$ cat src/rtl/core/aes_cbc_ram.sv
// Generic single-port-write, single-port-read RAM with registered read.
module aes_cbc_ram #(
    parameter int WIDTH = 32,
    parameter int DEPTH = 64
) (
    input  logic                     i_clk,
    input  logic                     i_we,
    input  logic [$clog2(DEPTH)-1:0] i_waddr,
    input  logic [WIDTH-1:0]         i_wdata,
    input  logic [$clog2(DEPTH)-1:0] i_raddr,
    output logic [WIDTH-1:0]         o_rdata
);
    logic [WIDTH-1:0] r_mem [DEPTH];
    logic [WIDTH-1:0] r_rdata;

    always_ff @(posedge i_clk) begin
        if (i_we) begin
            r_mem[i_waddr] <= i_wdata;
        end
        r_rdata <= r_mem[i_raddr];
    end

    assign o_rdata = r_rdata;
endmodule

$ cat config.mk
export PLATFORM = sky130hd
export DESIGN_NAME = aes_cbc_ram
export DESIGN_NICKNAME = d
export VERILOG_FILES = /design/src/rtl/core/aes_cbc_ram.sv
export SDC_FILE = /design/constraint.sdc
export NUM_CORES = 2
export LEC_CHECK = 0
export BUFFER_PORTS_ARGS = -buffer_cell sky130_fd_sc_hd__buf_2
export CORE_ASPECT_RATIO = 0.7
export CORE_UTILIZATION = 57
export CTS_CLUSTER_DIAMETER = 150
export DETAILED_ROUTE_END_ITERATION = 10
export PLACE_DENSITY_LB_ADDON = 0.12
export SLEW_MARGIN = 20
export SYNTH_ARGS = -nofsm -noshare
export SYNTH_HDL_FRONTEND = slang
export SYNTH_SLANG_ARGS = --single-unit
export TNS_END_PERCENT = 1
$ cat constraint.sdc
create_clock -name i_clk -period 3.4 [get_ports i_clk]
set_input_delay 0.51 -clock i_clk [delete_from_list [all_inputs] [get_ports i_clk]]
set_output_delay 0.51 -clock i_clk [all_outputs]
set_load 0.01 [all_outputs]
==> flow_metrics.tcl <==
set metrics [dict create \
    cp_data_required_time_ns 4.05 \
    cp_top_family "multiplexers" \
    slowest_stage "mux4_2" \
    die_h_um 313 \
    postRouteAntennaNets 0 \
    crit_fanout 23 \
    fp-row-count 113 \
    core-area_um2 136000 \
    postCtsHoldBufs 0 \
    syn_nets 3370 \
    fin_crit_sh 0.731 \
    slew_headroom 0.239 \
    cts-root-buf "clkbuf_16" \
    routed_wl_mm 205 \
    vdd_drop_max_mv 0.534 \
    hold_path_class "input pin to flip-flop" \
    cts.clk_slew.worst_paths_ns 0.06 \
    syn2layout_area_growth_pct 13.9 \
    yosysMostFrequentCell "edfxtp_1" \
    async_reset_ff_frac 0 \
    fp.dieArea_um2 139000 \
    gr-usage-all-layers 0.301 \
    vias 38500 \
    clock.fmax_mhz 402 \
    crit_path_max_incr_delay_ns 0.52 \
    grt_max_degree 65 \
    drt_iter0_markers 5653 \
    syn_area_um2 78500 \
    first_pass_iters 7 \
    ctsResizeCount 0 \
    fin_tns_setup_ns 0 \
    max_cap_violations 0 \
    synth_top_cells_by_area "edfxtp_1 (78%), mux4_2 (16%), mux2i_1 (1.2%)" \
    status "complete, no violations" \
    startpoint_type "input pin" \
    tightest_slew_ns 1.14 \
    total_power_uw 51700 \
    tritoncts "yes" \
    port_buffers 77 \
    netlist.area_leader.share 0.783 \
    htree_num_levels 4 \
    nets 3689 \
    clock_latency_ns 0.82 \
    cp-end-kind "flip-flop" \
    antenna_found_initial 13 \
    synth.ff_latch_count 2080 \
    yosys_warnings 0 \
    die_w_um 446 \
    synth.distinct_cells 34 \
    cts.sinks 2080 \
    vias_per_cell 6.82 \
    cp.arrival_ns 3.13 \
    cts_setup_buffers 0 \
    dp_hpwl_mm 118 \
    layout-drive-gt1-share 0.311 \
    p_leak_uw 0.0280 \
    report.final.slew_viol_count 0 \
    gp_congestion 0.833 \
    numCtsBuffers 184 \
    synth_edf_count 2048 \
    fin_crit_ns 2.48 \
    clockBufferDepth 3 \
    overflow 0 \
    setup_viol 0 \
    rsz0062_at_grt "false" \
    crit_top_cell "buf_12" \
    post-route-drc-count 0 \
    power_density_nw_per_um2 578 \
    synthTopCellsByCount "edfxtp_1 (2048), mux4_2 (544), nor2_1 (137)" \
    avgSynthCellArea_um2 23.6 \
    critPathBufInv 4 \
    wl_per_cell_um 36.4 \
    io_pins 78 \
    syn-instance-count 3324 \
    synthFlopType "edfxtp_1" \
    fin_util 0.657 \
    yosys.area.top_type "edfxtp_1" \
    skew_ns 0.0281 \
    cp_cell_sequence "buf_8 -> buf_12 -> buf_12 -> buf_12 -> mux4_2 -> mux4_2 -> o22ai_1 -> nor2_1" \
    initial_core_util 0.577 \
    grt_pass1_vias 38300 \
    criticalPathCategory "input pin to flip-flop" \
    hold_viol 0 \
    grt_first_pass_wirelength_mm 289 \
    yosysSeqAreaShare 0.791 \
]
cell families after synthesis:
family	synth area share
muxes	0.168
AOI/OAI and AO/OA	0.0167
buffers and inverters	0.0113
and+or+nand+nor	0.0127
DFF	0.791
flip-flops by register name, summed over array words and instances, names as in the netlist:
name / count
r_mem: 2048
o_rdata: 32
through the flow:
stage | hold slack (ns) | cells | worst slack, ns | area (µm²)
6_report | 0.236 | 5645 | 0.915 | 89400
2_1_floorplan | 0.609 | 3324 | -0.263 | 78500
5_1_grt | 0.252 | 5638 | 0.826 | 89400
3_5_place_dp | 0.770 | 5297 | -0.0320 | 83500
3_3_place_gp | 0.736 | 5297 | -0.0213 | 83500
4_1_cts | 0.203 | 5638 | 0.838 | 89300
cells in the final DEF (no fill, tap or decap), types with 4 or more instances in the layout:
| cell | Yosys | final |
|---|---|---|
| a21oi_1 | 62 | 62 |
| a22oi_1 | 12 | 12 |
| a311oi_1 | 8 | 8 |
| a41o_1 | 4 | 4 |
| and3_1 | 4 | 4 |
| buf_12 | 0 | 67 |
| buf_2 | 57 | 50 |
| buf_4 | 25 | 195 |
| bufinv_16 | 0 | 12 |
| clkbuf_1 | 74 | 56 |
| clkbuf_16 | 0 | 190 |
| clkbuf_8 | 0 | 13 |
| clkinv_1 | 0 | 31 |
| clkinv_2 | 0 | 28 |
| dfxtp_1 | 32 | 32 |
| diode_2 | 0 | 7 |
| edfxtp_1 | 2048 | 2048 |
| mux2i_1 | 93 | 93 |
| mux4_2 | 544 | 544 |
| nand2_1 | 26 | 26 |
| nand2b_1 | 8 | 7 |
| nand3_1 | 5 | 5 |
| nand3b_1 | 5 | 5 |
| nor2_1 | 137 | 75 |
| nor2_4 | 0 | 62 |
| nor2b_1 | 15 | 15 |
| nor3_1 | 7 | 5 |
| o221ai_1 | 27 | 27 |
| o22ai_1 | 84 | 84 |
| o32ai_1 | 4 | 4 |
layer usage:
| metal | vias up | global-route usage | wire length (µm) |
|---|---|---|---|
| met2 | 2452 | 0.443 | 93700 |
| li1 | 14900 | - | - |
| met3 | 308 | 0.0625 | 22700 |
| met5 | - | 0 | 91 |
| met1 | 20800 | 0.462 | 83000 |
| met4 | 14 | 0.0928 | 5960 |
cell type report:
cell class | count | area [µm²]
antenna | 7 | 17.5
clock buffer | 259 | 5140
clock inverter | 82 | 743
fill | 8510 | 46700
multi-input combinational | 1062 | 16000
sequential | 2080 | 62100
tap | 1840 | 2300
timing repair buffer | 315 | 3100
where the power goes:
group / switching [µW] / internal, µW / leakage (µW)
Sequential: 158 / 28400 / 0.0187
Clock: 9000 / 11500 / 0.00288
Combinational: 1660 / 1050 / 0.00644
Total: 10800 / 40900 / 0.0280
final timing paths:
kind	from	endpoint	slack, ns	depth (start not counted)
max	i_raddr[0]	o_rdata[7]	0.92	8
min	i_wdata[18]	r_mem[14][18]	0.24	1
max reg2reg	r_mem[56][7]	o_rdata[7]	1.17	4
min reg2reg	r_mem[28][4]	o_rdata[4]	0.81	4
Power figures use the tool's default switching activity.
